### config.mk
export PLATFORM = sky130hd
export DESIGN_NAME = usb_control_transfer_stage_fsm_flat
export DESIGN_NICKNAME = d
export VERILOG_FILES = /design/src/rtl/ucts_pkg.sv /design/src/rtl/ucts_cmd_if.sv /design/src/rtl/ucts_rsp_if.sv /design/src/rtl/usb_control_transfer_stage_fsm.sv /design/src/rtl/ucts_step.sv /design/src/flat_wrapper.sv
export VERILOG_INCLUDE_DIRS = /design/src /design/src/rtl
export SDC_FILE = /design/constraint.sdc
export NUM_CORES = 1
export LEC_CHECK = 0
export ABC_AREA = 1
export BUFFER_PORTS_ARGS = -buffer_cell sky130_fd_sc_hd__buf_2
export CAP_MARGIN = 20
export CELL_PAD_IN_SITES_DETAIL_PLACEMENT = 1
export CELL_PAD_IN_SITES_GLOBAL_PLACEMENT = 2
export CORE_UTILIZATION = 31
export DETAILED_ROUTE_END_ITERATION = 6
export PLACE_DENSITY_LB_ADDON = 0.2
export SLEW_MARGIN = 20
export SYNTH_ARGS = -nofsm -noshare
export SYNTH_HDL_FRONTEND = slang
export SYNTH_SLANG_ARGS = --single-unit
### constraint.sdc
create_clock -name clk -period 3.3 [get_ports clk]
set_input_delay 0.33 -clock clk [delete_from_list [all_inputs] [get_ports clk]]
set_output_delay 0.33 -clock clk [all_outputs]
set_load 0.02 [all_outputs]
### src/rtl/usb_control_transfer_stage_fsm_defines.svh
// Assertion helpers for the RTL file that checks its own logic.
// Each macro expects clk and rst_n to be visible where it is used.
`ifndef USB_CONTROL_TRANSFER_STAGE_FSM_DEFINES_SVH
`define USB_CONTROL_TRANSFER_STAGE_FSM_DEFINES_SVH

// Same-cycle implication, checked outside reset
`define UCTS_ASSERT_IMPLY(lbl, ante, cons, msg) \
    lbl: assert property (@(posedge clk) disable iff (!rst_n) (ante) |-> (cons)) \
        else $error(msg);

// Next-cycle implication, checked outside reset
`define UCTS_ASSERT_NEXT(lbl, ante, cons, msg) \
    lbl: assert property (@(posedge clk) disable iff (!rst_n) (ante) |=> (cons)) \
        else $error(msg);

`endif

### src/rtl/ucts_pkg.sv
package ucts_pkg;

    // Packet type and stage codes as seen on the ports
    localparam logic [2:0] PT_SETUP = 3'd0;
    localparam logic [2:0] PT_DOUT  = 3'd1;
    localparam logic [2:0] PT_SIN   = 3'd2;
    localparam logic [2:0] PT_DIN   = 3'd3;
    localparam logic [2:0] PT_SOUT  = 3'd4;

    // Function codes
    localparam logic [2:0] FN_PKT    = 3'd0;
    localparam logic [2:0] FN_READ   = 3'd1;
    localparam logic [2:0] FN_WRITE  = 3'd2;
    localparam logic [2:0] FN_STATUS = 3'd3;
    localparam logic [2:0] FN_STALL  = 3'd4;

    // Callback codes
    localparam logic [3:0] ACT_NONE   = 4'd0;
    localparam logic [3:0] ACT_SETUP  = 4'd1;
    localparam logic [3:0] ACT_DIN    = 4'd2;
    localparam logic [3:0] ACT_DOUT   = 4'd3;
    localparam logic [3:0] ACT_SIN    = 4'd4;
    localparam logic [3:0] ACT_SOUT   = 4'd5;
    localparam logic [3:0] ACT_READ   = 4'd6;
    localparam logic [3:0] ACT_WRITE  = 4'd7;
    localparam logic [3:0] ACT_STATUS = 4'd8;
    localparam logic [3:0] ACT_STALL  = 4'd9;

    // Callback status codes
    localparam logic [1:0] STS_OK   = 2'd0;
    localparam logic [1:0] STS_GEN  = 2'd1;
    localparam logic [1:0] STS_NRDY = 2'd2;
    localparam logic [1:0] STS_PASS = 2'd3;

    typedef enum logic [4:0] {
        STG_SETUP = 5'b00001,
        STG_DOUT  = 5'b00010,
        STG_SIN   = 5'b00100,
        STG_DIN   = 5'b01000,
        STG_SOUT  = 5'b10000
    } stage_t;

    typedef struct packed {
        logic [2:0]        func;
        logic [2:0]        pkt_type;
        logic [6:0]        pkt_size;
        logic signed [7:0] error_in;
        logic [7:0]        request_type;
        logic [15:0]       setup_length;
        logic [4:0]        endpoint;
    } item_t;

    typedef struct packed {
        logic [3:0]        action;
        logic [1:0]        status;
        logic signed [7:0] error_value;
        logic [6:0]        size_out;
        logic [4:0]        endpoint_out;
        logic [2:0]        stage_out;
        logic              last;
    } result_t;

    typedef struct packed {
        stage_t      stage;
        logic        read_pending;
        logic [15:0] bytes_received;
        logic [15:0] expected_length;
    } ctx_t;

    typedef struct packed {
        logic [1:0] count;
        result_t    first;
        result_t    second;
        ctx_t       ctx;
    } step_t;

    function automatic logic [2:0] stage_code(input stage_t stg);
        logic [2:0] code;
        unique case (stg)
            STG_SETUP: code = PT_SETUP;
            STG_DOUT:  code = PT_DOUT;
            STG_SIN:   code = PT_SIN;
            STG_DIN:   code = PT_DIN;
            STG_SOUT:  code = PT_SOUT;
            default:   code = PT_SETUP;
        endcase
        return code;
    endfunction

    function automatic result_t mk_result(
        input logic [3:0]        act,
        input logic [1:0]        sts,
        input logic signed [7:0] err,
        input logic [6:0]        size,
        input logic [4:0]        ep,
        input stage_t            stg
    );
        result_t r;
        r.action       = act;
        r.status       = sts;
        r.error_value  = (sts == STS_PASS) ? err : 8'sd0;
        r.size_out     = size;
        r.endpoint_out = ep;
        r.stage_out    = stage_code(stg);
        r.last         = 1'b0;
        return r;
    endfunction

endpackage

### src/rtl/ucts_cmd_if.sv
interface ucts_cmd_if;
    logic              valid;
    logic              ready;
    logic [2:0]        func;
    logic [2:0]        pkt_type;
    logic [6:0]        pkt_size;
    logic signed [7:0] error_in;
    logic [7:0]        request_type;
    logic [15:0]       setup_length;
    logic [4:0]        endpoint;

    modport source (
        output valid, func, pkt_type, pkt_size, error_in, request_type,
               setup_length, endpoint,
        input  ready
    );

    modport sink (
        input  valid, func, pkt_type, pkt_size, error_in, request_type,
               setup_length, endpoint,
        output ready
    );
endinterface

### src/rtl/ucts_rsp_if.sv
interface ucts_rsp_if;
    logic              valid;
    logic              ready;
    logic [3:0]        action;
    logic [1:0]        status;
    logic signed [7:0] error_value;
    logic [6:0]        size_out;
    logic [4:0]        endpoint_out;
    logic [2:0]        stage_out;
    logic              last;

    modport source (
        output valid, action, status, error_value, size_out, endpoint_out,
               stage_out, last,
        input  ready
    );

    modport sink (
        input  valid, action, status, error_value, size_out, endpoint_out,
               stage_out, last,
        output ready
    );
endinterface

### src/rtl/usb_control_transfer_stage_fsm.sv
// Endpoint-0 control transfer stage tracker.
// cmd carries one event per beat: a packet completion, a client read, write
// or send-status request, or a stall. rsp carries the callback results that
// the event causes, in order; last marks the final result of each event.
// An event is held in an input register, decoded in one pass, and its
// results are loaded into an output register.
// Most events give one result, and one event is taken per cycle while rsp is not stalled. A setup
// packet that arrives mid-transfer gives two results (abandoned stage, then
// setup), loaded into the output register one after the other. Function codes
// with no meaning give no result and retire without using the output register.
// Stage state is committed when the event's last result is loaded.
// While rsp is stalled the output register holds its result, the input
// register keeps one more event, and cmd ready drops once both are full.
// Reset returns the stage to setup with no read pending and empty counts;
// both registers come up empty.
`include "usb_control_transfer_stage_fsm_defines.svh"

module usb_control_transfer_stage_fsm (
    input  logic       clk,
    input  logic       rst_n,
    ucts_cmd_if.sink   cmd,
    ucts_rsp_if.source rsp
);
    import ucts_pkg::*;

    logic    ir_valid_reg;
    logic    ir_valid_next;
    item_t   ir_reg;
    item_t   ir_next;
    ctx_t    ctx_reg;
    ctx_t    ctx_next;
    logic    phase_reg;
    logic    phase_next;
    logic    out_valid_reg;
    logic    out_valid_next;
    result_t out_reg;
    result_t out_next;

    step_t   step;
    logic    out_free;
    logic    emit;
    logic    consume;
    logic    cmd_take;

    ucts_step u_step (
        .item (ir_reg),
        .cur  (ctx_reg),
        .step (step)
    );

    // Handshake control
    always_comb
    begin
        out_free = !out_valid_reg || rsp.ready;
        emit     = ir_valid_reg && (step.count != 2'd0) && out_free;
        consume  = ir_valid_reg && ((step.count == 2'd0) ||
                   (out_free && ((step.count == 2'd1) || phase_reg)));
        cmd_take = cmd.valid && cmd.ready;
    end

    assign cmd.ready = !ir_valid_reg || consume;

    // Next values: input register, context, phase and output register
    always_comb
    begin
        ir_valid_next = ir_valid_reg;
        ir_next       = ir_reg;
        if (consume)
        begin
            ir_valid_next = 1'b0;
        end
        if (cmd_take)
        begin
            ir_valid_next         = 1'b1;
            ir_next.func          = cmd.func;
            ir_next.pkt_type      = cmd.pkt_type;
            ir_next.pkt_size      = cmd.pkt_size;
            ir_next.error_in      = cmd.error_in;
            ir_next.request_type  = cmd.request_type;
            ir_next.setup_length  = cmd.setup_length;
            ir_next.endpoint      = cmd.endpoint;
        end

        ctx_next = consume ? step.ctx : ctx_reg;

        // Advance to the second result of a two-result beat
        phase_next = phase_reg;
        if (emit && (step.count == 2'd2))
        begin
            phase_next = !phase_reg;
        end

        out_valid_next = out_valid_reg;
        out_next       = out_reg;
        if (out_valid_reg && rsp.ready)
        begin
            out_valid_next = 1'b0;
        end
        if (emit)
        begin
            out_valid_next = 1'b1;
            out_next = (step.count == 2'd2 && phase_reg) ? step.second : step.first;
        end
    end

    // Control registers
    always_ff @(posedge clk or negedge rst_n)
    begin
        if (!rst_n)
        begin
            ir_valid_reg          <= 1'b0;
            phase_reg             <= 1'b0;
            out_valid_reg         <= 1'b0;
            ctx_reg.stage           <= STG_SETUP;
            ctx_reg.read_pending    <= 1'b0;
            ctx_reg.bytes_received  <= 16'd0;
            ctx_reg.expected_length <= 16'd0;
        end
        else
        begin
            ir_valid_reg  <= ir_valid_next;
            phase_reg     <= phase_next;
            out_valid_reg <= out_valid_next;
            ctx_reg       <= ctx_next;
        end
    end

    // Payload registers
    always_ff @(posedge clk)
    begin
        ir_reg  <= ir_next;
        out_reg <= out_next;
    end

    // Drive the result channel
    assign rsp.valid        = out_valid_reg;
    assign rsp.action       = out_reg.action;
    assign rsp.status       = out_reg.status;
    assign rsp.error_value  = out_reg.error_value;
    assign rsp.size_out     = out_reg.size_out;
    assign rsp.endpoint_out = out_reg.endpoint_out;
    assign rsp.stage_out    = out_reg.stage_out;
    assign rsp.last         = out_reg.last;

    `UCTS_ASSERT_IMPLY(a_phase_owner, phase_reg,
        ir_valid_reg && (step.count == 2'd2), "second-result phase without a two-result beat")
    `UCTS_ASSERT_NEXT(a_first_holds, emit && !phase_reg && (step.count == 2'd2),
        phase_reg && ir_valid_reg, "two-result beat retired after its first result")
    `UCTS_ASSERT_IMPLY(a_non_last, out_valid_reg && !out_reg.last,
        phase_reg, "non-final result waiting with no second result due")
    `UCTS_ASSERT_NEXT(a_stall_clears, consume && (ir_reg.func == FN_STALL),
        !ctx_reg.read_pending && (ctx_reg.stage == STG_SETUP), "stall left state behind")

endmodule

### src/rtl/ucts_step.sv
module ucts_step (
    input  ucts_pkg::item_t item,
    input  ucts_pkg::ctx_t  cur,
    output ucts_pkg::step_t step
);
    import ucts_pkg::*;

    logic        setup_pkt;
    logic [1:0]  ps;
    stage_t      setup_stg;
    logic [16:0] sum;
    logic [15:0] bytes_sat;

    // Stage that a fresh setup packet selects
    always_comb
    begin
        setup_pkt = (item.pkt_type == PT_SETUP);
        ps        = (item.error_in != 8'sd0) ? STS_PASS : STS_OK;
        if (item.setup_length == 16'd0)
        begin
            setup_stg = STG_SIN;
        end
        else if (item.request_type[7])
        begin
            setup_stg = STG_DIN;
        end
        else
        begin
            setup_stg = STG_DOUT;
        end
        // Saturating data-out byte count
        sum       = {1'b0, cur.bytes_received} + {10'd0, item.pkt_size};
        bytes_sat = sum[16] ? 16'hFFFF : sum[15:0];
    end

    // Decode one beat into its results and the following context
    always_comb
    begin
        step.count  = 2'd0;
        step.first  = '0;
        step.second = '0;
        step.ctx    = cur;

        unique case (item.func)
            FN_PKT:
            begin
                if (setup_pkt)
                begin
                    step.ctx.expected_length = item.setup_length;
                    step.ctx.bytes_received  = 16'd0;
                end
                unique case (cur.stage)
                    STG_SETUP:
                    begin
                        if (setup_pkt)
                        begin
                            step.count = 2'd1;
                            step.ctx.stage = setup_stg;
                            step.ctx.read_pending = 1'b0;
                            step.first = mk_result(ACT_SETUP, ps, item.error_in,
                                                   item.pkt_size, 5'd0, setup_stg);
                        end
                    end
                    STG_DIN:
                    begin
                        step.count = 2'd1;
                        if (setup_pkt)
                        begin
                            step.first = mk_result(ACT_DIN, STS_GEN, item.error_in,
                                                   item.pkt_size, 5'd0, STG_SETUP);
                        end
                        else if (item.pkt_type == PT_DIN)
                        begin
                            step.ctx.stage = STG_SOUT;
                            step.first = mk_result(ACT_DIN, ps, item.error_in,
                                                   item.pkt_size, 5'd0, STG_SOUT);
                        end
                        else
                        begin
                            step.ctx.stage = STG_SETUP;
                            step.first = mk_result(ACT_DIN, STS_GEN, item.error_in,
                                                   item.pkt_size, 5'd0, STG_SETUP);
                        end
                    end
                    STG_SOUT:
                    begin
                        step.count = 2'd1;
                        step.ctx.stage = STG_SETUP;
                        if (setup_pkt || item.pkt_type == PT_SOUT)
                        begin
                            step.first = mk_result(ACT_SOUT, ps, item.error_in,
                                                   7'd0, 5'd0, STG_SETUP);
                        end
                        else
                        begin
                            step.first = mk_result(ACT_SOUT, STS_GEN, item.error_in,
                                                   7'd0, 5'd0, STG_SETUP);
                        end
                    end
                    STG_DOUT:
                    begin
                        step.count = 2'd1;
                        step.ctx.read_pending = 1'b0;
                        if (setup_pkt)
                        begin
                            step.first = mk_result(ACT_DOUT, STS_GEN, item.error_in,
                                                   item.pkt_size, 5'd0, STG_SETUP);
                        end
                        else if (item.pkt_type == PT_DOUT)
                        begin
                            step.ctx.bytes_received = bytes_sat;
                            if (bytes_sat >= cur.expected_length)
                            begin
                                step.ctx.stage = STG_SIN;
                            end
                            step.first = mk_result(ACT_DOUT, ps, item.error_in,
                                                   item.pkt_size, 5'd0, step.ctx.stage);
                        end
                        else if (item.pkt_type == PT_SIN)
                        begin
                            step.ctx.stage = STG_SETUP;
                            step.first = mk_result(ACT_DOUT, ps, item.error_in,
                                                   item.pkt_size, 5'd0, STG_SETUP);
                        end
                        else
                        begin
                            step.ctx.stage = STG_SETUP;
                            step.first = mk_result(ACT_DOUT, STS_GEN, item.error_in,
                                                   item.pkt_size, 5'd0, STG_SETUP);
                        end
                    end
                    STG_SIN:
                    begin
                        step.count = 2'd1;
                        step.ctx.stage = STG_SETUP;
                        if (setup_pkt || item.pkt_type == PT_SIN)
                        begin
                            step.first = mk_result(ACT_SIN, STS_OK, item.error_in,
                                                   7'd0, 5'd0, STG_SETUP);
                        end
                        else
                        begin
                            step.first = mk_result(ACT_SIN, STS_GEN, item.error_in,
                                                   7'd0, 5'd0, STG_SETUP);
                        end
                    end
                    default:
                    begin
                        step.ctx.stage = STG_SETUP;
                    end
                endcase

                // Setup in mid-transfer: close the old stage, then start anew
                if (setup_pkt && cur.stage != STG_SETUP)
                begin
                    step.count = 2'd2;
                    step.ctx.stage = setup_stg;
                    step.ctx.read_pending = 1'b0;
                    step.second = mk_result(ACT_SETUP, ps, item.error_in,
                                            item.pkt_size, 5'd0, setup_stg);
                end
            end
            FN_READ:
            begin
                step.count = 2'd1;
                if (cur.stage == STG_DIN)
                begin
                    step.first = mk_result(ACT_NONE, STS_NRDY, 8'sd0, 7'd0, 5'd0,
                                           cur.stage);
                end
                else if (cur.read_pending)
                begin
                    step.first = mk_result(ACT_NONE, STS_OK, 8'sd0, 7'd0, 5'd0,
                                           cur.stage);
                end
                else
                begin
                    step.ctx.read_pending = 1'b1;
                    step.first = mk_result(ACT_READ, STS_OK, 8'sd0, 7'd0, 5'd0,
                                           cur.stage);
                end
            end
            FN_WRITE:
            begin
                step.count = 2'd1;
                if (cur.stage == STG_DIN)
                begin
                    step.first = mk_result(ACT_WRITE, STS_OK, 8'sd0, 7'd0, 5'd0,
                                           cur.stage);
                end
                else
                begin
                    step.first = mk_result(ACT_NONE, STS_NRDY, 8'sd0, 7'd0, 5'd0,
                                           cur.stage);
                end
            end
            FN_STATUS:
            begin
                step.count = 2'd1;
                if (cur.stage == STG_SIN)
                begin
                    step.ctx.stage = STG_SETUP;
                    step.first = mk_result(ACT_STATUS, STS_OK, 8'sd0, 7'd0, 5'd0,
                                           STG_SETUP);
                end
                else
                begin
                    step.first = mk_result(ACT_NONE, STS_NRDY, 8'sd0, 7'd0, 5'd0,
                                           cur.stage);
                end
            end
            FN_STALL:
            begin
                step.count = 2'd1;
                step.ctx.stage = STG_SETUP;
                step.ctx.read_pending = 1'b0;
                step.first = mk_result(ACT_STALL, STS_OK, 8'sd0, 7'd0, item.endpoint,
                                       STG_SETUP);
            end
            default:
            begin
                step.count = 2'd0;
            end
        endcase

        // Mark the final result of the beat
        if (step.count == 2'd1)
        begin
            step.first.last = 1'b1;
        end
        if (step.count == 2'd2)
        begin
            step.second.last = 1'b1;
        end
    end

endmodule

### src/flat_wrapper.sv
// flat-port wrapper written by rule: the top's interface ports become plain ports
module usb_control_transfer_stage_fsm_flat import ucts_pkg::*;
  (clk, rst_n, cmd_valid, cmd_func, cmd_pkt_type, cmd_pkt_size, cmd_error_in, cmd_request_type, cmd_setup_length, cmd_endpoint, cmd_ready, rsp_valid, rsp_action, rsp_status, rsp_error_value, rsp_size_out, rsp_endpoint_out, rsp_stage_out, rsp_last, rsp_ready);
  ucts_cmd_if cmd_i ();
  ucts_rsp_if rsp_i ();
  input  logic clk;
  input  logic rst_n;
  input wire logic [$bits(cmd_i.valid)-1:0] cmd_valid;
  input wire logic [$bits(cmd_i.func)-1:0] cmd_func;
  input wire logic [$bits(cmd_i.pkt_type)-1:0] cmd_pkt_type;
  input wire logic [$bits(cmd_i.pkt_size)-1:0] cmd_pkt_size;
  input wire logic [$bits(cmd_i.error_in)-1:0] cmd_error_in;
  input wire logic [$bits(cmd_i.request_type)-1:0] cmd_request_type;
  input wire logic [$bits(cmd_i.setup_length)-1:0] cmd_setup_length;
  input wire logic [$bits(cmd_i.endpoint)-1:0] cmd_endpoint;
  output wire logic [$bits(cmd_i.ready)-1:0] cmd_ready;
  output wire logic [$bits(rsp_i.valid)-1:0] rsp_valid;
  output wire logic [$bits(rsp_i.action)-1:0] rsp_action;
  output wire logic [$bits(rsp_i.status)-1:0] rsp_status;
  output wire logic [$bits(rsp_i.error_value)-1:0] rsp_error_value;
  output wire logic [$bits(rsp_i.size_out)-1:0] rsp_size_out;
  output wire logic [$bits(rsp_i.endpoint_out)-1:0] rsp_endpoint_out;
  output wire logic [$bits(rsp_i.stage_out)-1:0] rsp_stage_out;
  output wire logic [$bits(rsp_i.last)-1:0] rsp_last;
  input wire logic [$bits(rsp_i.ready)-1:0] rsp_ready;
  assign cmd_i.valid = cmd_valid;
  assign cmd_i.func = cmd_func;
  assign cmd_i.pkt_type = cmd_pkt_type;
  assign cmd_i.pkt_size = cmd_pkt_size;
  assign cmd_i.error_in = cmd_error_in;
  assign cmd_i.request_type = cmd_request_type;
  assign cmd_i.setup_length = cmd_setup_length;
  assign cmd_i.endpoint = cmd_endpoint;
  assign cmd_ready = cmd_i.ready;
  assign rsp_valid = rsp_i.valid;
  assign rsp_action = rsp_i.action;
  assign rsp_status = rsp_i.status;
  assign rsp_error_value = rsp_i.error_value;
  assign rsp_size_out = rsp_i.size_out;
  assign rsp_endpoint_out = rsp_i.endpoint_out;
  assign rsp_stage_out = rsp_i.stage_out;
  assign rsp_last = rsp_i.last;
  assign rsp_i.ready = rsp_ready;
  usb_control_transfer_stage_fsm u_core (.clk(clk), .rst_n(rst_n), .cmd(cmd_i), .rsp(rsp_i));
endmodule
# Word level (Yosys, flattened, before mapping)
# Cells that the tools add are included.
[op_classes] n_mux=54 n_reduce_logical=33 add_sub_neg=1 n_lt_le_gt_ge=1 eq_ne=31
[ops] op="26-bit two-way mux" n=6
[ops] op="31-bit one-hot mux with 5 select lines" n=1
[ops] op="30-bit one-hot mux with 5 select lines" n=1
[ops] op="30-bit two-way mux" n=3
[ops] op="29-bit two-way mux" n=3
[ops] op="16-bit two-way mux" n=4
[ops] op="5-bit two-way mux" n=10
[ops] op="33-bit two-way mux" n=1
[ops] op="32-bit two-way mux" n=1
[ops] op="31-bit two-way mux" n=1
[ops] op="5-bit one-hot mux with 3 select lines" n=2
[ops] op="25-bit two-way mux" n=1
[ops] op="3-bit one-hot mux with 4 select lines" n=2
[ops] op="3-bit one-hot mux with 3 select lines" n=2
[ops] op="16-bit by 7-bit adder with 17-bit output" n=1
[ops] op="16-bit >= comparator" n=1
[ops] op="16-bit zero test" n=1
[ops] op="5-bit by 2-bit == test with 1-bit output, second input constant" n=3
[ops] op="5-bit by 3-bit == test with 1-bit output, second input constant" n=3
[ops] op="5-bit by 4-bit == test with 1-bit output, second input constant" n=3
[ops] op="5-bit == test, second input constant" n=3
[ops] op="3-bit by 2-bit == test with 1-bit output, second input constant" n=4
[ops] op="4-bit != test, second input constant" n=3
[ops] op="1-bit logical AND" n=9
[ops] op="other kinds (28)" n=51
[word_totals] out_inout_bits=32 ff_bits=121

# Depth between registers and ports, before layout
# Gate-level depths: netlist (run 1).
[logic_depth] word_depth=23 depth_mapped=24 ltp_nobuf=23

# By module
# A second synthesis (run 1) with hierarchy kept.
[hier_totals] cells_unflattened=964 hier_area_um2=7692.4
[by_module_without_submodules] module="usb_control_transfer_stage_fsm" seq_area_each_um2=3429.5 area_each_um2=4598.2 instances=1 cells_each=380
[by_module_without_submodules] module="ucts_step" seq_area_each_um2=0.0 area_each_um2=3094.2 instances=1 cells_each=584

# Least setup slack after synthesis (run 1)
# OpenSTA, ideal clock, no wires.
[synth_path] path_type="reg-to-reg" from="reg u_core.ctx_reg[33] (netlist name)" to="reg u_core.ir_reg[0] (netlist name) (enable)" t_required_ns=2.856 t_arrival_ns=2.957 path_slack_ns=-0.101 path_buffers=0 synth_period_minus_slack_ns=3.401 setup_time_ns=0.444 stages_incl_launch_ff=9 cell_sequence="dfstp_2 nor2_2 nand3_1 nand2_1 nor2_4 nand2_2 nand3_4 nor2_1 nor2_1"
[synth_via] elab_chain_cells=11
[synth_rtl] item="start, declared" line="usb_control_transfer_stage_fsm.sv:30" rtl="ctx_t ctx_reg;"
[synth_rtl] item="start signal, assigned" line="usb_control_transfer_stage_fsm.sv:124" rtl="ctx_reg <= ctx_next;"
[synth_rtl] item="5-bit by 3-bit == test with 1-bit output, or another cell as far along" line="ucts_step.sv:52" rtl="unique case (cur.stage)"
[synth_rtl] item="31-bit one-hot mux with 5 select lines / 1-bit logical AND (equally long branches)" line="ucts_step.sv:52, ucts_step.sv:154"
[synth_rtl] item="2-bit two-way mux (*)" line="ucts_step.sv:154" rtl="if (setup_pkt && cur.stage != STG_SETUP)"
[synth_rtl] item="2-bit one-hot mux with 2 select lines (*)" line="ucts_step.sv:44" rtl="unique case (item.func)"
[synth_rtl] item="2-bit by 1-bit == test with 1-bit output" line="usb_control_transfer_stage_fsm.sv:57" rtl="(out_free && ((step.count == 2'd1) || phase_reg)));"
[synth_rtl] item="1-bit logical OR" line="usb_control_transfer_stage_fsm.sv:57"
[synth_rtl] item="1-bit logical AND" line="usb_control_transfer_stage_fsm.sv:57"
[synth_rtl] item="1-bit logical OR (*)" line="usb_control_transfer_stage_fsm.sv:56" rtl="consume = ir_valid_reg && ((step.count == 2'd0) ||"
[synth_rtl] item="1-bit logical AND (*)" line="usb_control_transfer_stage_fsm.sv:56"
[synth_rtl] item="1-bit logical OR (*)" line="usb_control_transfer_stage_fsm.sv:61" rtl="assign cmd.ready = !ir_valid_reg || consume;"
[synth_rtl] item="1-bit logical AND (*)" line="usb_control_transfer_stage_fsm.sv:58" rtl="cmd_take = cmd.valid && cmd.ready;"
[synth_rtl] item="named net u_core.cmd_take" line="usb_control_transfer_stage_fsm.sv:43" rtl="logic cmd_take;"
[synth_rtl] item="end signal, assigned" line="usb_control_transfer_stage_fsm.sv:131" rtl="ir_reg <= ir_next;"
[synth_rtl] item="end, declared" line="usb_control_transfer_stage_fsm.sv:28" rtl="item_t ir_reg;"
# Mark *: on every way through the listed nets, which the timed path passes. The rest lies on a longest branch.
# A chain may end at the register's enable or synchronous reset.

# Final worst setup path (run 1)
[layout_path] from="reg u_core.ir_reg[37] (netlist name)" to="reg u_core.out_reg (netlist bit u_core.rsp.stage_out[1]) (data pin)"
[layout_via] elab_chain_cells=15
[layout_rtl] item="16-bit by 7-bit adder with 17-bit output (*)" line="ucts_step.sv:32" rtl="sum = {1'b0, cur.bytes_received} + {10'd0, item.pkt_size};"
[layout_rtl] item="16-bit two-way mux (*)" line="ucts_step.sv:33" rtl="bytes_sat = sum[16] ? 16'hFFFF : sum[15:0];"
[layout_rtl] item="16-bit >= comparator (*)" line="ucts_step.sv:112" rtl="if (bytes_sat >= cur.expected_length)"
[layout_rtl] item="5-bit two-way mux (*)" line="ucts_step.sv:112"
[layout_rtl] item="5-bit two-way mux (*)" line="ucts_step.sv:109" rtl="else if (item.pkt_type == PT_DOUT)"
[layout_rtl] item="5-bit two-way mux (*)" line="ucts_step.sv:104" rtl="if (setup_pkt)"
[layout_rtl] item="5-bit two-way mux (*)" line="ucts_step.sv:52"
[layout_rtl] item="5-bit two-way mux (*)" line="ucts_step.sv:44"
[layout_rtl] item="5-bit == test, or another cell as far along" line="ucts_pkg.sv:79" rtl="unique case (stg)"
[layout_rtl] item="3-bit one-hot mux with 4 select lines (*)" line="ucts_pkg.sv:79"
[layout_rtl] item="26-bit two-way mux (*)" line="ucts_step.sv:109"
[layout_rtl] item="26-bit two-way mux (*)" line="ucts_step.sv:104"
[layout_rtl] item="31-bit one-hot mux with 5 select lines (*)" line="ucts_step.sv:52"
[layout_rtl] item="30-bit one-hot mux with 5 select lines (*)" line="ucts_step.sv:44"
[layout_rtl] item="30-bit two-way mux (*)" line="usb_control_transfer_stage_fsm.sv:102" rtl="out_next = (step.count == 2'd2 && phase_reg) ? step.second : step.first;"
[layout_rtl] item="end signal, assigned" line="usb_control_transfer_stage_fsm.sv:132" rtl="out_reg <= out_next;"
[layout_rtl] item="end, declared" line="usb_control_transfer_stage_fsm.sv:36" rtl="result_t out_reg;"
# Every way passes the cells marked *; elsewhere a longest branch is shown, timed or not. The select of a mux whose other input is x is not followed.

==> results of run 1 <==
==> synth_stat cells, types with 2 or more instances <==
library cell / n / share of area, %
a21boi_0: 9 / 1.1
a21boi_1: 3 / 0.35
a21oi_1: 30 / 2.4
buf_2: 5 / 0.39
buf_4: 2 / 0.24
buf_6: 3 / 0.53
clkbuf_1: 3 / 0.18
dfrtp_1: 40 / 16
edfxtp_1: 73 / 34
ha_1: 23 / 4.5
inv_1: 108 / 6.4
inv_2: 4 / 0.24
nand2_1: 230 / 14
nand2_2: 14 / 1.4
nand2_4: 2 / 0.35
nand3_1: 60 / 4.7
nand3_4: 2 / 0.55
nand4_1: 16 / 1.6
nor2_1: 70 / 4.1
nor2_2: 4 / 0.39
nor2_4: 5 / 0.88
nor3_1: 13 / 1.0
nor4_1: 2 / 0.20
o21ai_0: 14 / 1.1
o21ai_1: 6 / 0.47
o31ai_1: 2 / 0.24
or2_2: 2 / 0.20
xor2_1: 3 / 0.41
==> per-stage QoR <==
stage,hold WS (ns),utilization (%),std cells,power [uW]
finish,0.0768,39.0,1148,5140
global placement,0.457,35.4,1112,3210
floorplan,0.0344,-,762,2810
global route,0.0541,39.0,1148,5460
CTS,0.0530,38.4,1144,5150
detailed placement,0.462,35.4,1112,3280
==> final cells by class <==
class                           instances  area share [%]
Clock buffer                           17            5.41
Clock inverter                         15            1.89
Inverter                              114            5.50
Multi-Input combinational cell        521            34.9
Sequential cell                       114            40.9
Tap cell                              270            4.29
Timing Repair Buffer                   97            7.09
==> critical path, delay by kind of cell (launching register included) <==
kind                       cells  cell delay (ns)
and+or+nand+nor               13             1.09
buffers and inverters          3             0.41
AOI/OAI and AO/OA              1             0.07
adders and majority gates      3             0.88
DFF                            1             0.43
==> worst paths after layout <==
check / end / start / slack, ns / depth (start not counted)
max in group asynchronous: u_core.ctx_reg[32] / rst_n / 2.42 / 2
worst max register to register: u_core.rsp.stage_out[1] / u_core.ir_reg[37] / 0.18 / 20
worst min register to register: u_core.ctx_reg[10] / u_core.ir_reg[15] / 0.47 / 2
worst min-delay path: u_core.ir_reg[49] / cmd_func[2] / 0.08 / 1
worst max-delay path: u_core.rsp.stage_out[1] / u_core.ir_reg[37] / 0.18 / 20
min in group asynchronous: u_core.ctx_reg[15] / rst_n / 0.47 / 2
==> report_power, final <==
part	leakage [uW]	internal, uW	switching (uW)	total [uW]
Sequential	0.00123	1710	156	1870
Combinational	0.00224	514	925	1440
Clock	0.000283	1060	771	1830
==> logic make-up after synthesis <==
family                   count (synthesis)
buffers and inverters                  127
flip-flops                             114
AND/OR/NAND/NOR                        423
adder cells (fa/ha/maj)                 24
XOR/XNOR                                 4
AO/OA/AOI/OAI                           70
==> what timing repair did <==
action                     in CTS  in global routing
hold buffers                    0                  1
setup endpoints to repair       3                  4
hold endpoints to repair        0                 40
gates resized for setup         3                 19
buffers inserted                0                  3
pin swaps                       1                  5
==> metal layers <==
layer | vias up | GRT usage, % | part of all wire (%)
li1 | 2687 | - | -
met1 | 2624 | 24.3 | 48
met2 | 109 | 29.1 | 47
met3 | 24 | 3.57 | 3.3
met4 | 0 | 6.32 | 1.7
met5 | - | 0 | 0
==> run summary, run 1 <==
Sequential standard cell area -> 3220 um2
Most frequent cells in the layout -> nand2_1 (226), inv_1 (108), buf_2 (77)
Gr ovfl total -> 0
Worst-margin pin slew -> 0.651 ns
Root buffer cell -> clkbuf_16
Cells after synthesis -> 762
Multi-input gate area -> 2740 um2
Crit share post-route -> 94.7%
IO Pins -> 86
Power Dens Cells -> 653 nW/um2
CP max stage delay -> 0.43 ns
Synth Warn # -> 0
PortBufs -> 78
Core box area -> 20200 um2
Clock latency at the later pin of the worst-skew pair -> 0.42 ns
Critical path class -> flip-flop to flip-flop
CP Capture Type -> flip-flop
Iteration-0 DRC Markers -> 203
Drt drc -> 0
# Max-Cap Violations -> 0
RD Place Congestion -> 0.836
Outcome -> finished clean
Hold Vio Cnt, Final -> 0
Top FF cell, synth -> edfxtp_1
WL/cell -> 15.6 um
Async S/R FF share, synth -> 36.0%
Fin. max-slew vios -> 0
Post-synthesis sequential area ratio -> 50.5%
Crit Path Max Fanout -> 9
Syn avg cell area -> 8.36 um2
P_leak -> 0.00375 uW
Final nets -> 943
Clock Path Buffers -> 2
Main combinational cell family by area after synthesis -> simple AND/OR/NAND/NOR gates
Pin count of the biggest net entering global routing -> 44
Filler cells -> 2427
RSZ-0062 raised after global routing -> false
Compound-Gate Fraction of Synth Area -> 6.34%
Slowest cell on crit path -> edfxtp_1
Fmax -> 320 MHz
Initial antenna violation count -> 0
Total CTS buffers -> 17
Setup_tns -> 0 ns
Slew HR -> 56.5%
Num rows -> 52
Syn_nets -> 840
Post-placement setup slack -> -0.0509 ns
Die X -> 145 um
Max FFs per register -> 43
Cell Area, Placed -> 7150 um2
Clk_skew -> 0.0118 ns
CP arrival -> 3.30 ns
Cells along the critical path -> ha_4 -> fa_2 -> nand3_2 -> nand3_2 -> nand2_2 -> nand2_1 -> nand2_2 -> buf_12 -> buf_8 -> nand3_1 -> ha_1 -> nand3_1 -> a21oi_1 -> nor2_1 -> buf_4 -> nand3_1 -> nand2_1 -> nand2_1 -> nand2_1 -> nand3_1
Synth Register Bits -> 114
First-pass iteration count of the detailed router -> 4
Slack of the critical path -> 0.175 ns
Antenna Cells -> 0
Clk slew on worst S/H paths -> 0.06 ns
Post-Synth Adder-Cell Area -> 4.83%
Vias per cell -> 4.74
CTS tree -> built
First-pass GRT wire length -> 29.7 mm
CTS Sinks -> 114
Number of global-route vias before repair -> 5648
Die height -> 145 um
Area delta synth->final -> 23.5%
Layout cells sized above 1 -> 21.3%
Routed Wire Length -> 18.0 mm
Final Cell Area -> 7870 um2
Worst Hold Class -> input pin to flip-flop
Final setup violation count -> 0
Crit path time final -> 3.12 ns
XOR/XNOR Fraction of Synth Area -> 0.550%
Post-synth EDFFs -> 73
Antenna Nets Post-Route -> 0
CP required -> 3.48 ns
Mapped Area -> 6370 um2
Initial Util -> 31.6%
Via Count -> 5444
Proportion of synthesized area in mux cells -> 0%
All-layer global routing usage -> 18.1%
Startpoint Class -> flip-flop
Synth Area in Simple Gates -> 29.6%
Commonest non-fill, non-tap cell in the layout -> nand2_1
H-tree levels -> 4
Max VDD drop -> 0.351 mV
Synth cell types -> 42
Die Area -> 21100 um2
DP Wirelength -> 13.3 mm
(Power assumes the default switching activity.)
==> run 2: changes to the inputs <==
--- a/config.mk
+++ b/config.mk
@@ -7,13 +7,14 @@
 export NUM_CORES = 1
 export LEC_CHECK = 0
 export ABC_AREA = 1
-export BUFFER_PORTS_ARGS = -buffer_cell sky130_fd_sc_hd__buf_2
+export BUFFER_PORTS_ARGS = -buffer_cell sky130_fd_sc_hd__buf_4
 export CAP_MARGIN = 20
 export CELL_PAD_IN_SITES_DETAIL_PLACEMENT = 1
 export CELL_PAD_IN_SITES_GLOBAL_PLACEMENT = 2
 export CORE_UTILIZATION = 31
 export DETAILED_ROUTE_END_ITERATION = 6
 export PLACE_DENSITY_LB_ADDON = 0.2
+export RECOVER_POWER = 50
 export SLEW_MARGIN = 20
 export SYNTH_ARGS = -nofsm -noshare
 export SYNTH_HDL_FRONTEND = slang
==> run 2 against run 1 <==
The flow now finishes with violations (max-capacitance violations, max-slew violations). Register-to-register slack better by 0.04 ns. Flip-flop and latch count did not move. Total power grew 0.19%. Clock power shrank 2%. Non-clock buffer count is 2 lower. Hold slack improved by 0.032 ns. Clock skew down 0.0032 ns. Sequential share of layout area fell by 0.39 points. Core utilization grew 0.37 points. Maximum frequency up 1.2%. Global-route usage fell by 0.18 points. Critical path type unchanged. Largest cell class unchanged.
==> run summary, run 2 (synthesis results as in run 1) <==
Die height -> 145 um
Antenna Cells -> 0
Worst-margin pin slew -> 2.42 ns
Layout cells sized above 1 -> 16.8%
Final nets -> 941
Vias per cell -> 4.70
CTS tree -> built
Failing checks -> max-capacitance violations, max-slew violations
Initial antenna violation count -> 0
RSZ-0062 raised after global routing -> true
Startpoint Class -> flip-flop
Critical path class -> flip-flop to flip-flop
P_leak -> 0.00366 uW
Power Dens Cells -> 648 nW/um2
Antenna Nets Post-Route -> 0
Routed Wire Length -> 17.8 mm
Most frequent cells in the layout -> nand2_1 (229), inv_1 (110), edfxtp_1 (73)
Crit path time final -> 3.09 ns
Via Count -> 5387
Worst Hold Class -> input pin to flip-flop
DP Wirelength -> 13.5 mm
Final setup violation count -> 0
Initial Util -> 31.6%
Number of global-route vias before repair -> 5688
CP required -> 3.46 ns
Clk_skew -> 0.00868 ns
RD Place Congestion -> 0.837
# Max-Cap Violations -> 1
Core box area -> 20200 um2
Max FFs per register -> 43
Slew HR -> -61.4%
Clock latency at the later pin of the worst-skew pair -> 0.42 ns
Num rows -> 52
WL/cell -> 15.5 um
Post-placement setup slack -> -0.0476 ns
PortBufs -> 78
Clk slew on worst S/H paths -> 0.06 ns
Fin. max-slew vios -> 42
Hold Vio Cnt, Final -> 0
Slack of the critical path -> 0.212 ns
All-layer global routing usage -> 17.9%
Commonest non-fill, non-tap cell in the layout -> nand2_1
Area delta synth->final -> 24.6%
Crit Path Max Fanout -> 5
Die X -> 145 um
Total CTS buffers -> 17
IO Pins -> 86
CP Capture Type -> flip-flop
Crit share post-route -> 93.6%
R2r worst-path depth -> 22
Outcome -> complete, but fails checks
First-pass iteration count of the detailed router -> 6
WHS Path Cells -> 1
CP arrival -> 3.25 ns
Iteration-0 DRC Markers -> 178
Drt drc -> 0
Setup_tns -> 0 ns
H-tree levels -> 4
First-pass GRT wire length -> 29.3 mm
Max VDD drop -> 0.309 mV
Die Area -> 21100 um2
CTS Sinks -> 114
Gr ovfl total -> 0
Root buffer cell -> clkbuf_16
Clock Path Buffers -> 2
Pin count of the biggest net entering global routing -> 42
Fmax -> 324 MHz
==> run 2: through the flow <==
stage / area [um2] / hold WS [ns] / total power [uW] / util, % / cells
after global placement: 7350 / 0.363 / 3240 / 36.5 / 1113
after detailed placement: 7350 / 0.373 / 3320 / 36.5 / 1113
after CTS: 7940 / 0.0592 / 5150 / 39.4 / 1146
final: 7940 / 0.109 / 5150 / 39.4 / 1146
after global routing: 7940 / 0.0877 / 5490 / 39.4 / 1146
after floorplan: 6370 / 0.0344 / 2810 / - / 762
==> run 2: worst max-delay path, cell delays in order, from the launching register on <==
cell      delay [ns]
edfxtp_1        0.41
ha_2            0.22
fa_2            0.40
nand3_1         0.09
nand3_1         0.09
nand2_1         0.10
nand2_1         0.08
nand2_2         0.11
buf_4           0.15
nand2_1         0.10
ha_1            0.33
nand2_1         0.08
nand2_1         0.05
nand2_1         0.06
nand2_1         0.05
nand2_1         0.05
nand2_1         0.06
nand2_2         0.11
nand3_1         0.09
nand2_1         0.06
nand2_1         0.05
nand2_1         0.05
nand3_1         0.05
==> run 2: repair_timing <==
action	in CTS	in global routing
gates resized for setup	3	22
buffers inserted	0	0
setup endpoints to repair	3	4
hold endpoints to repair	40	0
hold buffers	1	0
cloned	0	0
pin swaps	1	6
==> run 2: cell type report <==
| class | instances | area [um2] |
|---|---|---|
| Tap cell | 270 | 338 |
| Clock buffer | 19 | 433 |
| Multi-Input combinational cell | 521 | 2770 |
| Timing Repair Buffer | 95 | 608 |
| Inverter | 114 | 433 |
| Sequential cell | 114 | 3220 |
| Fill cell | 2428 | 12200 |
| Clock inverter | 13 | 138 |
==> run 2: report_power, final <==
group	switching, uW	total [uW]	internal, uW	leakage, uW
logic	945	1490	547	0.00217
registers	149	1860	1710	0.00123
clock network	682	1790	1110	0.000263
total	1780	5150	3370	0.00366
==> run 2: worst paths after layout <==
path,from,end,slack (ns)
max,u_core.ir_reg[37],u_core.rsp.stage_out[1],0.21
min,cmd_endpoint[0],u_core.ir_reg[0],0.11
max reg2reg,u_core.ir_reg[37],u_core.rsp.stage_out[1],0.21
min reg2reg,u_core.ir_reg[18],u_core.ctx_reg[13],0.47
max in group asynchronous,rst_n,u_core.ctx_reg[20],0.72
min in group asynchronous,rst_n,u_core.ctx_reg[15],1.20
==> run 2: per-layer routing <==
layer | track usage [%] | part of all wire, % | wire (um)
met1 | 23.3 | 47 | 8400
met2 | 30.2 | 48 | 8610
met3 | 3.51 | 3.4 | 605
met4 | 5.11 | 1.2 | 205
met5 | 0 | 0 | 0
==> run 3: changes to the inputs <==
--- a/config.mk
+++ b/config.mk
@@ -11,7 +11,8 @@
 export CAP_MARGIN = 20
 export CELL_PAD_IN_SITES_DETAIL_PLACEMENT = 1
 export CELL_PAD_IN_SITES_GLOBAL_PLACEMENT = 2
-export CORE_UTILIZATION = 31
+export CORE_UTILIZATION = 36
+export CTS_BUF_LIST = sky130_fd_sc_hd__clkbuf_2
 export DETAILED_ROUTE_END_ITERATION = 6
 export PLACE_DENSITY_LB_ADDON = 0.2
 export RECOVER_POWER = 50
==> constraint.sdc (replaced) <==
create_clock -name clk -period 3.05 [get_ports clk]
set_input_delay 0.305 -clock clk [delete_from_list [all_inputs] [get_ports clk]]
set_output_delay 0.305 -clock clk [all_outputs]
set_load 0.02 [all_outputs]
==> run 3 against run 2 <==
The flow still finishes with violations (max-capacitance violations, max-slew violations). Critical path type unchanged. Critical path depth is 2 lower. Largest power group unchanged. Clock-buffer cell count fell by 2. First-iteration DRC count grew 33%. Via count increased by 8.0%. Worst setup slack worse by 0.16 ns. Final area is 8.9% higher.
==> run summary, run 3 (synthesis results as in run 1) <==
Fin. max-slew vios -> 42
Via Count -> 5816
CTS Sinks -> 114
Slew HR -> -66.0%
CP max stage delay -> 0.43 ns
Switching Fraction -> 40.5%
Startpoint Class -> flip-flop
Routed Wire Length -> 19.6 mm
Clock Path Buffers -> 2
Sw Pwr -> 2030 uW
CP arrival -> 3.50 ns
Layout cells sized above 1 -> 24.9%
Core box area -> 17300 um2
RSZ-0062 raised after global routing -> true
Gr ovfl total -> 0
P_leak -> 0.00399 uW
Worst Hold Class -> input pin to flip-flop
H-tree levels -> 4
Inst Count DP -> 1093
Most frequent cells in the layout -> nand2_1 (212), inv_1 (108), edfxtp_1 (73)
Sequential standard cell area -> 3220 um2
Slowest cell on crit path -> dfrtp_1
Failing checks -> max-capacitance violations, max-slew violations
Crit Path Max Fanout -> 8
Cell Int Power -> 2980 uW
Clock latency at the later pin of the worst-skew pair -> 0.75 ns
Pin count of the biggest net entering global routing -> 42
Max FFs per register -> 43
Final setup violation count -> 0
Clk slew on worst S/H paths -> 0.21 ns
Final Cell Area -> 8650 um2
Crit path time final -> 3.00 ns
RD Place Congestion -> 0.840
Hold slack -> 0.293 ns
Fmax -> 334 MHz
Sequential power share -> 40.4%
Final nets -> 1029
Most used cell, CP -> nand2_1
Initial Util -> 36.8%
Iteration-0 DRC Markers -> 237
Die X -> 135 um
CP Capture Type -> flip-flop
Total CTS buffers -> 17
Vias per cell -> 4.89
Worst-margin pin slew -> 2.49 ns
Number of global-route vias before repair -> 6112
Initial antenna violation count -> 1
PortBufs -> 78
Max VDD drop -> 0.354 mV
Die height -> 135 um
All-layer global routing usage -> 21.7%
Hold Vio Cnt, Final -> 0
Multi-input gate area -> 3070 um2
CP required -> 3.56 ns
Filler cells -> 2040
# Max-Cap Violations -> 1
CTS tree -> built
Drt drc -> 0
Power Dens Cells -> 580 nW/um2
Num rows -> 48
Area delta synth->final -> 35.7%
Crit share post-route -> 98.2%
IO Pins -> 86
Die Area -> 18200 um2
Non-Filler Instances -> 1190
Cell Area, Placed -> 7490 um2
Antenna Nets Post-Route -> 0
Clk_skew -> 0.0540 ns
Critical path class -> flip-flop to flip-flop
Combinational Power Share -> 40.2%
Root buffer cell -> clkbuf_2
Commonest non-fill, non-tap cell in the layout -> nand2_1
First-pass iteration count of the detailed router -> 4
Clock share of power -> 19.4%
Outcome -> complete, but fails checks
DP Wirelength -> 13.4 mm
Setup_tns -> 0 ns
First-pass GRT wire length -> 30.0 mm
Cells along the critical path -> ha_2 -> fa_2 -> nand3_2 -> nand3_2 -> nand2_2 -> nand2_4 -> nand2_4 -> buf_12 -> nand3_2 -> ha_4 -> a21oi_1 -> nand2_1 -> nor2_1 -> nand2_1 -> nand2_2 -> nand3_2 -> nand2_1 -> nand2_1 -> nand2_1 -> nand3_1
WL/cell -> 16.5 um
Pwr Total -> 5010 uW
==> run 3: changes by cell type in the layout (fill, tap and decap cells not counted), moves of 14 or more <==
cell / previous run / this run
buf_4: 18 / 57
dlygate4sd3_1: 1 / 46
nand2_2: 15 / 29
clkbuf_2: 0 / 17
nand2_1: 229 / 212
clkbuf_16: 17 / 0
==> run 3: worst paths after layout <==
check,start,to,slack [ns],cells after the start
worst min register to register,u_core.ir_reg[10],u_core.ctx_reg[5],0.47,2
worst max-delay path,u_core.ctx_reg[16],u_core.rsp.stage_out[1],0.05,20
min in group asynchronous,rst_n,u_core.ctx_reg[26],0.83,2
worst min-delay path,cmd_setup_length[11],u_core.ir_reg[16],0.29,2
max in group asynchronous,rst_n,u_core.ctx_reg[19],0.63,2
worst max register to register,u_core.ctx_reg[16],u_core.rsp.stage_out[1],0.05,20
==> run 3: area by class of cell <==
type	instances	share of cell area, %
inverters	114	5.01
well taps	225	3.26
multi-input cells	521	35.5
repair buffers	183	16.4
flip-flops and latches	114	37.3
clock buffers	17	0.984
clock inverters	15	1.55
diodes	1	0.0289
==> run 3: per-stage QoR <==
| step | utilization, % | setup slack [ns] |
|---|---|---|
| floorplan | - | 0.00813 |
| global placement | 43.3 | -0.114 |
| detailed placement | 43.3 | -0.202 |
| CTS | 48.6 | 0.0214 |
| global route | 50.0 | -0.145 |
| finish | 50.0 | 0.0541 |
==> run 3: power by group through the flow <==
stage / logic [uW] / registers [uW] / clock network (uW)
6_report: 2010 / 2020 / 974
5_1_grt: 2260 / 2050 / 1060
4_1_cts: 1780 / 2020 / 992
3_5_place_dp: 1640 / 2040 / 0
3_3_place_gp: 1560 / 2040 / 0
2_1_floorplan: 1010 / 2030 / 0
==> run 3: repair_timing <==
action                                 in CTS  in global routing
setup endpoints to repair                   5                  6
pin swaps                                  11                 28
setup buffers                              12                  6
gates resized for setup                    23                 58
endpoints found under the hold margin      86                  0
cloned                                      1                  0
hold buffers                               46                  0
==> run 3: routing by layer <==
| metal | vias up | track usage (%) | wire (um) |
|---|---|---|---|
| met5 | - | 0 | 0 |
| met4 | 0 | 7.99 | 336 |
| met3 | 20 | 3.87 | 674 |
| met2 | 118 | 36.8 | 9700 |
| met1 | 2825 | 27.6 | 8890 |
| li1 | 2853 | - | - |
==> run 3: worst max-delay path, delay by kind of cell (launching register included) <==
| family | cells | cell delay [ns] |
|---|---|---|
| simple gates | 15 | 1.21 |
| fa+ha+maj | 3 | 0.83 |
| flops | 1 | 0.43 |
| compound gates | 1 | 0.16 |
| buf+inv | 1 | 0.15 |
